File: src/sv/sldf_pkg.sv
// ----------------------------------------------------------------------------
// Sync/length frame deframer package
// Shared constants, command codes and the deframer phase type.
// ----------------------------------------------------------------------------
`default_nettype none

package sldf_pkg;

  // Default header size field width in bytes and payload counter width.
  localparam int SIZE_FIELD_BYTES_DEF = 8;
  localparam int COUNT_BITS_DEF       = 32;

  // Sync pattern that opens every frame.
  localparam logic [7:0] SYNC_FIRST  = 8'h07;
  localparam logic [7:0] SYNC_SECOND = 8'h08;

  // Input command codes.
  localparam logic CMD_DATA  = 1'b0;
  localparam logic CMD_CLEAR = 1'b1;

  // Deframer phase.
  typedef enum logic [1:0] {
    PH_HUNT    = 2'd0,
    PH_SYNC2   = 2'd1,
    PH_HEADER  = 2'd2,
    PH_PAYLOAD = 2'd3
  } phase_t;

endpackage : sldf_pkg

`default_nettype wire

File: src/sv/sync_length_frame_deframer.sv
// ----------------------------------------------------------------------------
// Sync/length frame deframer
// Hunts for the 0x07 0x08 sync pair, gathers a two-size little-endian header
// and passes on the payload bytes with info/last/error tags.
// ----------------------------------------------------------------------------
`default_nettype none

// The deframer takes one byte transfer per clock and keeps that rate for as
// long as the result side does not stall. Every transfer first lands in an
// input register; when it is processed the frame state is updated and any
// result is written to the output register, from which it leaves. Sync bytes,
// header bytes, dropped headers and clear commands give no result; a header
// announcing a zero total size gives one empty item with frame_last set. A
// stall on the output while a result waits there holds the input register,
// which in turn stalls the input channel in the same cycle.

module sync_length_frame_deframer
  import sldf_pkg::*;
#(
  parameter int SIZE_FIELD_BYTES = SIZE_FIELD_BYTES_DEF,
  parameter int COUNT_BITS       = COUNT_BITS_DEF
) (
  input  wire logic       clk,
  input  wire logic       rst_n,

  input  wire logic       in_valid,
  output      logic       in_stall,
  input  wire logic       in_command,
  input  wire logic [7:0] in_data_byte,

  output      logic       out_valid,
  input  wire logic       out_stall,
  output      logic [7:0] out_payload_byte,
  output      logic       out_has_byte,
  output      logic       out_in_info_part,
  output      logic       out_frame_last,
  output      logic       out_size_error
);

  localparam int HDR_BYTES = 2 * SIZE_FIELD_BYTES;
  localparam int HC_W      = $clog2(HDR_BYTES);

  // Input register.
  logic       in_valid_r;
  logic       in_cmd_r;
  logic [7:0] in_byte_r;

  // Frame state.
  phase_t                  phase_r, phase_nxt;
  logic [HC_W-1:0]         hdr_cnt_r, hdr_cnt_nxt;
  logic [COUNT_BITS-1:0]   total_r, total_nxt;
  logic [COUNT_BITS-1:0]   info_r, info_nxt;
  logic [COUNT_BITS-1:0]   pcnt_r, pcnt_nxt;
  logic                    ovr_r, ovr_nxt;
  logic                    err_r, err_nxt;

  // Output register.
  logic       out_valid_r;
  logic [7:0] out_byte_r;
  logic       out_has_r;
  logic       out_info_r;
  logic       out_last_r;
  logic       out_err_r;

  // Result of the item being processed.
  logic       res_valid;
  logic [7:0] res_byte;
  logic       res_has;
  logic       res_info;
  logic       res_last;
  logic       res_err;

  // Header byte placement.
  logic                  is_total_byte;
  logic                  hdr_end;
  logic [HC_W-1:0]       lane_idx;
  logic [2:0]            lane;
  logic [63:0]           lane_val;
  logic [COUNT_BITS-1:0] lane_field;
  logic                  lane_over;
  logic [COUNT_BITS-1:0] total_acc;
  logic [COUNT_BITS-1:0] info_acc;
  logic                  ovr_acc;

  // Payload counting.
  logic [COUNT_BITS-1:0] pcnt_inc;
  logic                  pay_last;
  logic                  pay_info;

  logic proc;

  // The held item is processed when the output register is free or draining.
  assign proc     = in_valid_r & (~out_valid_r | ~out_stall);
  assign in_stall = in_valid_r & ~proc;

  // Input register: refilled whenever its item moves on or it is empty.
  always_ff @(posedge clk) begin
    if (!rst_n) begin
      in_valid_r <= 1'b0;
    end else if (!in_stall) begin
      in_valid_r <= in_valid;
    end
  end

  always_ff @(posedge clk) begin
    if (in_valid && !in_stall) begin
      in_cmd_r  <= in_command;
      in_byte_r <= in_data_byte;
    end
  end

  // Header byte lane: the byte is shifted into its little-endian position and
  // any bits beyond the counter width mark the header as oversize.
  assign is_total_byte = hdr_cnt_r < HC_W'(SIZE_FIELD_BYTES);
  assign hdr_end       = hdr_cnt_r == HC_W'(HDR_BYTES - 1);
  assign lane_idx      = is_total_byte ? hdr_cnt_r : hdr_cnt_r - HC_W'(SIZE_FIELD_BYTES);
  assign lane          = 3'(lane_idx);
  assign lane_val      = {56'd0, in_byte_r} << {lane, 3'b000};
  assign lane_field    = lane_val[COUNT_BITS-1:0];
  assign lane_over     = (lane_val >> COUNT_BITS) != 64'd0;
  assign total_acc     = is_total_byte ? (total_r | lane_field) : total_r;
  assign info_acc      = is_total_byte ? info_r : (info_r | lane_field);
  assign ovr_acc       = ovr_r | lane_over;

  // Payload byte tags.
  assign pcnt_inc = pcnt_r + COUNT_BITS'(1);
  assign pay_last = pcnt_inc >= total_r;
  assign pay_info = pcnt_r < info_r;

  // Next phase.
  always_comb begin
    phase_nxt = phase_r;
    if (proc) begin
      if (in_cmd_r == CMD_CLEAR) begin
        phase_nxt = PH_HUNT;
      end else begin
        unique case (phase_r)
          PH_HUNT: begin
            if (in_byte_r == SYNC_FIRST) phase_nxt = PH_SYNC2;
          end
          PH_SYNC2: begin
            if (in_byte_r == SYNC_SECOND) phase_nxt = PH_HEADER;
          end
          PH_HEADER: begin
            if (hdr_end) begin
              if (ovr_acc || total_acc == '0) phase_nxt = PH_HUNT;
              else phase_nxt = PH_PAYLOAD;
            end
          end
          PH_PAYLOAD: begin
            if (pay_last) phase_nxt = PH_HUNT;
          end
          default: phase_nxt = PH_HUNT;
        endcase
      end
    end
  end

  // Frame counters and the result of the current item.
  always_comb begin
    hdr_cnt_nxt = hdr_cnt_r;
    total_nxt   = total_r;
    info_nxt    = info_r;
    pcnt_nxt    = pcnt_r;
    ovr_nxt     = ovr_r;
    err_nxt     = err_r;
    res_valid   = 1'b0;
    res_byte    = 8'd0;
    res_has     = 1'b0;
    res_info    = 1'b0;
    res_last    = 1'b0;
    res_err     = 1'b0;
    if (proc) begin
      if (in_cmd_r == CMD_CLEAR) begin
        hdr_cnt_nxt = '0;
        total_nxt   = '0;
        info_nxt    = '0;
        pcnt_nxt    = '0;
        ovr_nxt     = 1'b0;
        err_nxt     = 1'b0;
      end else begin
        unique case (phase_r)
          PH_HUNT: begin
          end
          PH_SYNC2: begin
            // Every frame starts its sizes and counts from zero.
            if (in_byte_r == SYNC_SECOND) begin
              hdr_cnt_nxt = '0;
              total_nxt   = '0;
              info_nxt    = '0;
              pcnt_nxt    = '0;
              ovr_nxt     = 1'b0;
              err_nxt     = 1'b0;
            end
          end
          PH_HEADER: begin
            total_nxt = total_acc;
            info_nxt  = info_acc;
            ovr_nxt   = ovr_acc;
            if (hdr_end) begin
              hdr_cnt_nxt = '0;
              pcnt_nxt    = '0;
              err_nxt     = total_acc < info_acc;
              // An empty frame still reports its end unless the header is dropped.
              if (!ovr_acc && total_acc == '0) begin
                res_valid = 1'b1;
                res_last  = 1'b1;
                res_err   = info_acc != '0;
              end
            end else begin
              hdr_cnt_nxt = hdr_cnt_r + HC_W'(1);
            end
          end
          PH_PAYLOAD: begin
            pcnt_nxt  = pcnt_inc;
            res_valid = 1'b1;
            res_byte  = in_byte_r;
            res_has   = 1'b1;
            res_info  = pay_info;
            res_last  = pay_last;
            res_err   = err_r;
          end
          default: begin
          end
        endcase
      end
    end
  end

  // Frame state registers.
  always_ff @(posedge clk) begin
    if (!rst_n) begin
      phase_r   <= PH_HUNT;
      hdr_cnt_r <= '0;
      total_r   <= '0;
      info_r    <= '0;
      pcnt_r    <= '0;
      ovr_r     <= 1'b0;
      err_r     <= 1'b0;
    end else begin
      phase_r   <= phase_nxt;
      hdr_cnt_r <= hdr_cnt_nxt;
      total_r   <= total_nxt;
      info_r    <= info_nxt;
      pcnt_r    <= pcnt_nxt;
      ovr_r     <= ovr_nxt;
      err_r     <= err_nxt;
    end
  end

  // Output register: loaded by a processed item, emptied by a transfer.
  always_ff @(posedge clk) begin
    if (!rst_n) begin
      out_valid_r <= 1'b0;
    end else if (proc) begin
      out_valid_r <= res_valid;
    end else if (out_valid_r && !out_stall) begin
      out_valid_r <= 1'b0;
    end
  end

  always_ff @(posedge clk) begin
    if (proc && res_valid) begin
      out_byte_r <= res_byte;
      out_has_r  <= res_has;
      out_info_r <= res_info;
      out_last_r <= res_last;
      out_err_r  <= res_err;
    end
  end

  assign out_valid        = out_valid_r;
  assign out_payload_byte = out_byte_r;
  assign out_has_byte     = out_has_r;
  assign out_in_info_part = out_info_r;
  assign out_frame_last   = out_last_r;
  assign out_size_error   = out_err_r;

endmodule : sync_length_frame_deframer

`default_nettype wire

File: config.mk
export PLATFORM = sky130hd
export DESIGN_NAME = sync_length_frame_deframer
export DESIGN_NICKNAME = d
export VERILOG_FILES = /design/src/sv/sldf_pkg.sv /design/src/sv/sync_length_frame_deframer.sv
export SDC_FILE = /design/constraint.sdc
export NUM_CORES = 1
export LEC_CHECK = 0
export BUFFER_PORTS_ARGS = -buffer_cell sky130_fd_sc_hd__buf_2
export CORE_MARGIN = 2
export CORE_UTILIZATION = 50
export DETAILED_ROUTE_END_ITERATION = 16
export GPL_TIMING_DRIVEN = 0
export PLACE_DENSITY = 0.66
export SETUP_SLACK_MARGIN = 0.05
export SLEW_MARGIN = 0
export SYNTH_ARGS = -nofsm -noshare
export SYNTH_HDL_FRONTEND = slang
export SYNTH_SLANG_ARGS = --single-unit
export TNS_END_PERCENT = 50
File: constraint.sdc
create_clock -name clk -period 7.67 [get_ports clk]
set_input_delay 0 -clock clk [delete_from_list [all_inputs] [get_ports clk]]
set_output_delay 0 -clock clk [all_outputs]
set_load 0.05 [all_outputs]
After elaboration in Yosys (flattened, before gate mapping). Index checks and enable logic that the tools add are counted.

Flip-flop bits (word level): 127.

Add/sub/neg operators: 3. Order comparisons: 4. Equality and inequality tests: 10. Shifts and indexed selects: 1. Muxes and demuxes: 40. Bitwise gates (word level): 10. Reductions and logical operators: 21.

Operators with widths (count): 2-to-1 mux 32 bit (7); one-hot mux 32 bit (2 select lines) (2); one-hot mux 32 bit (3 select lines) (1); < comparator 32 bit (2); OR 32 bit (2); nonzero test 64 bit (1); left shift 8 x 6 -> 64 bit (1); adder 32 x 1 -> 32 bit (second input constant) (1); >= comparator 32 bit (1); logical NOT 32 bit (1); nonzero test 32 bit (1); 2-to-1 mux 1 bit (13); 2-to-1 mux 2 bit (6); 2-to-1 mux 4 bit (3); inequality test 3 bit (second input constant) (4); one-hot mux 1 bit (2 select lines) (5); == test 8 x 3 -> 1 bit (second input constant) (1); == test 8 x 4 -> 1 bit (second input constant) (1); one-hot mux 2 bit (4 select lines) (1); one-hot mux 4 bit (2 select lines) (1); AND reduction 4 bit (2); AND reduction 5 bit (1); adder 4 x 1 -> 4 bit (second input constant) (1); == test 2 bit (second input constant) (2); other kinds (18) (28).

Longest topological paths before layout.
Word-level depth: 13. Mapped depth: 15.

Worst setup path after synthesis. OpenSTA, ideal clock, no wires.

Path kind: register to register. Start point: register pcnt_r[0]. End point: register phase_r[0]. Setup time: 0.062 ns. Arrival time: 3.627 ns. Data required time: 7.608 ns. Slack: 3.980 ns. Stages on the path, launching flop included: 16. Cell sequence: dfxtp_1 ha_1 nand3_1 nor3b_1 and3_1 clkbuf_1 and3_1 xor2_1 ha_1 a21oi_1 nand2_1 a221o_1 a211oi_1 a2111oi_0 or4_1 nand3_1.

Word-level cells in the longest chain between the ends: 4.

RTL lines: start: declaration (RTL line sync_length_frame_deframer.sv:53) `logic [COUNT_BITS-1:0] pcnt_r, pcnt_nxt;`; start signal: assignment (RTL line sync_length_frame_deframer.sv:245) `pcnt_r <= pcnt_nxt;`; adder 32 x 1 -> 32 bit (RTL line sync_length_frame_deframer.sv:126) `assign pcnt_inc = pcnt_r + COUNT_BITS'(1);`; >= comparator 32 bit (RTL line sync_length_frame_deframer.sv:127) `assign pay_last = pcnt_inc >= total_r;`; inequality test 3 bit (no source line); AND reduction 5 bit (no source line); end signal: assignment (RTL line sync_length_frame_deframer.sv:241) `phase_r <= phase_nxt;`; end: declaration (RTL line sync_length_frame_deframer.sv:49) `phase_t phase_r, phase_nxt;`.

No other way between the ends. A chain may end at the register's enable or synchronous reset.

Worst setup path in the final report.
Start point: register pcnt_r[0]. End point: register out_last_r, in the netlist out_frame_last, data pin.

Word-level cells in the longest chain between the ends: 3.

RTL lines: adder 32 x 1 -> 32 bit (RTL line sync_length_frame_deframer.sv:126); >= comparator 32 bit (RTL line sync_length_frame_deframer.sv:127); one-hot mux 1 bit (2 select lines) (RTL line sync_length_frame_deframer.sv:182) `unique case (phase_r)`; end signal: assignment (RTL line sync_length_frame_deframer.sv:267) `out_last_r <= res_last;`; end: declaration (RTL line sync_length_frame_deframer.sv:62) `logic out_last_r;`.

No other way between the ends.

==> metrics.cfg <==
[run_status]
outcome = complete, but fails checks
violations = capacitance limit

[synth]
ys_types = 63
synth_area_mm2 = 0.00866
synth_area_leader_cell = dfxtp_1
postSynth.asyncResetShare = 0
synthCells = 1098
synth.area.top_cells = dfxtp_1 (25%), ha_1 (14%), edfxtp_1 (7.3%), nand2_1 (6.5%), a21oi_1 (4.9%)
synth_nets = 1207
syn_area_per_cell_um2 = 7.88
synth_top_area_frac = 0.245
yosysMostFrequentCell = nand2_1
ys_seq_area_frac = 0.318
synth_edf_count = 21
synth-seq-cells = 127
yosysWarnings = 0
ys.flop_type = dfxtp_1
synthTopCellsByCount = nand2_1 (149), dfxtp_1 (106), ha_1 (96)

[worst_setup_path]
cp_slowest_cell = a2111oi_0
cp_max_fo = 7
cp-start-kind = flip-flop
critPathMaxStageDelay_ps = 1220
cp.arrival_ps = 5420
ff2ff_path_depth = 14
rr_startpoint = pcnt_r[0]
crit_type = reg2reg
startpoint = pcnt_r[0]
cp_data_required_time_ps = 7920
r2r-end = out_frame_last
endpoint_kind = flip-flop
timing.critical_path.to = out_frame_last
cp_cell_sequence = ha_1 -> nand3_1 -> nor3b_1 -> and3_1 -> clkbuf_1 -> and3_1 -> xor2_1 -> ha_1 -> and4_1 -> a221o_1 -> a211oi_1 -> a2111oi_0 -> o21ai_0 -> o31ai_1
rrSetupSlack_ps = 2510
cp_num_cells = 14
cp_num_buf_inv = 1
path_delay_family = compound AO/OA/AOI/OAI gates

[timing]
drv_slew = 0
fin_tns_setup_ps = 0
fin_crit_sh = 0.673
worst_slew_pin_slew_ps = 1440
finalCriticalPeriod_ps = 5160
clock-skew-final_ps = 14.4
fmax_mhz = 194
relSlewSlack = 0.0175
setup_viol = 0
hold_violations = 0
rsz0062_at_grt = no

[final_layout]
multi_input_area_mm2 = 0.00538
syn_to_final_growth_pct = 12.7
drive_gt1_frac = 0.0651
nFillCells = 1611
regArea_mm2 = 0.00275
utilization = 0.570
nets = 1263
antenna_cells = 0

[routing]
wl_per_cell_um = 19.7
firstDrtPassIters = 5
wl_mm = 27.5
drc = 0
vias_per_cell = 5.92
ant_nets = 0
vias = 8243
drtIter0Drc = 634

[min_path]
holdCritPathClass = in2reg

[floorplan]
core-area_mm2 = 0.0171
ios = 27
die_h_um = 136
row_count = 48
die_w_um = 136
start_util = 0.506
dieArea_mm2 = 0.0184

[clock_tree]
post_cts_buffers = 0
clkTransAtPathRegs_ps = 60
clk_latency_ps = 430
ctsResizeCount = 0
cts_buffers = 17
cts_buffer_depth = 2
cts_sinks = 127
h-tree-depth = 4
cts-root-buf = clkbuf_16
cts_tree = done

[pwr]
power_density_mw_per_mm2 = 161
static-leakage-power_nw = 3.90
ir_worst_vdd_mv = 0.187

[place]
dp_hpwl_mm = 20.5
gp_congestion = 0.968
io_buffers = 25

[grt]
grt_overflow = 0
grt_first_pass_wirelength_mm = 42.7
grt.total_usage = 0.310
grt_max_degree = 17
grt_pass1_vias = 7959
antenna_found_initial = 1

[flow_run]
maxCapViolations = 1

[sequential cells by signal, indices dropped and copies added (netlist names)]
signal,cells
total_r,32
out_size_error,1
out_valid,1
in_cmd_r,1
out_has_byte,1
ovr_r,1
in_valid_r,1
out_frame_last,1
phase_r,2
pcnt_r,32
hdr_cnt_r,4
out_payload_byte,8
info_r,32
out_in_info_part,1
err_r,1
in_byte_r,8
[cells by family (layout without fill, tap and decap cells)]
group,Yosys count,count (layout),share of synthesized area
and+or+nand+nor,444,444,0.254
buffers and inverters,133,202,0.0608
AOI/OAI and AO/OA,268,268,0.198
adders and majority gates,96,96,0.139
DFF,127,127,0.318
xor gates and xnor gates,30,30,0.0304
[routing by layer]
layer | track usage | vias to the layer above | wire (um)
met5 | 0 | - | 0
met4 | 0.120 | 0 | 933
met3 | 0.0741 | 58 | 2190
met2 | 0.509 | 314 | 12700
met1 | 0.392 | 3874 | 11700
li1 | - | 3997 | -
[cell type report]
cell class / instances / area share
Sequential cell: 127 / 0.282
Timing Repair Buffer: 37 / 0.0251
Tap cell: 225 / 0.0289
Multi-Input combinational cell: 838 / 0.551
Buffer: 63 / 0.0271
Clock buffer: 18 / 0.0450
Inverter: 70 / 0.0269
Clock inverter: 14 / 0.0136
[stage by stage]
stage / cell area (um2) / hold WS, ps / instances / total power, W / setup WS [ps]
finish: 9760 / 175 / 1392 / 0.00157 / 2510
global route: 9760 / 234 / 1392 / 0.00161 / 2190
CTS: 9760 / 136 / 1392 / 0.00157 / 2640
detailed placement: 9060 / 178 / 1348 / 0.000774 / 2690
global placement: 9060 / 176 / 1348 / 0.000774 / 2720
floorplan: 8660 / 98.9 / 1098 / 0.000743 / 3980
[what timing repair did]
item / in CTS / in global routing
endpoints found under the hold margin: 11 / 0
endpoints found under the setup margin: 0 / 0
hold buffers: 12 / 0
[worst min path at each step]
stage / start / to / slack (ps) / cells after the start
finish: rst_n / phase_r[0] / 180 / 4
global route: rst_n / phase_r[0] / 230 / 4
CTS: rst_n / phase_r[0] / 140 / 4
detailed placement: in_data_byte[7] / in_byte_r[7] / 180 / 1
global placement: in_command / in_cmd_r / 180 / 1
floorplan: in_data_byte[0] / in_byte_r[0] / 100 / 0
[layout by cell type, fill, tap and decap left out, types with 27 or more instances in the layout]
| cell | netlist | layout |
|---|---|---|
| a21oi_1 | 84 | 84 |
| ha_1 | 96 | 96 |
| a21o_1 | 27 | 27 |
| buf_2 | 7 | 32 |
| nand3_1 | 30 | 30 |
| o21ai_0 | 49 | 49 |
| dfxtp_1 | 106 | 106 |
| clkbuf_1 | 50 | 50 |
| nor2_1 | 79 | 79 |
| nor2b_1 | 62 | 62 |
| nand4_1 | 30 | 30 |
| inv_1 | 69 | 69 |
| nand2_1 | 149 | 149 |
| a21boi_0 | 32 | 32 |
[report_power, final]
part           switching, W  leakage [nW]  internal, W
registers        0.00000213          1.03     0.000680
logic             0.0000581          2.61    0.0000277
clock network      0.000341         0.259     0.000458
[worst register-to-register path: stages (launching register included)]
cell	delay (ps)
dfxtp_1	450
ha_1	280
nand3_1	210
nor3b_1	760
and3_1	270
clkbuf_1	290
and3_1	270
xor2_1	100
ha_1	320
and4_1	220
a221o_1	210
a211oi_1	60
a2111oi_0	1220
o21ai_0	210
o31ai_1	120
No activity file was read; power rests on OpenSTA's default activity.
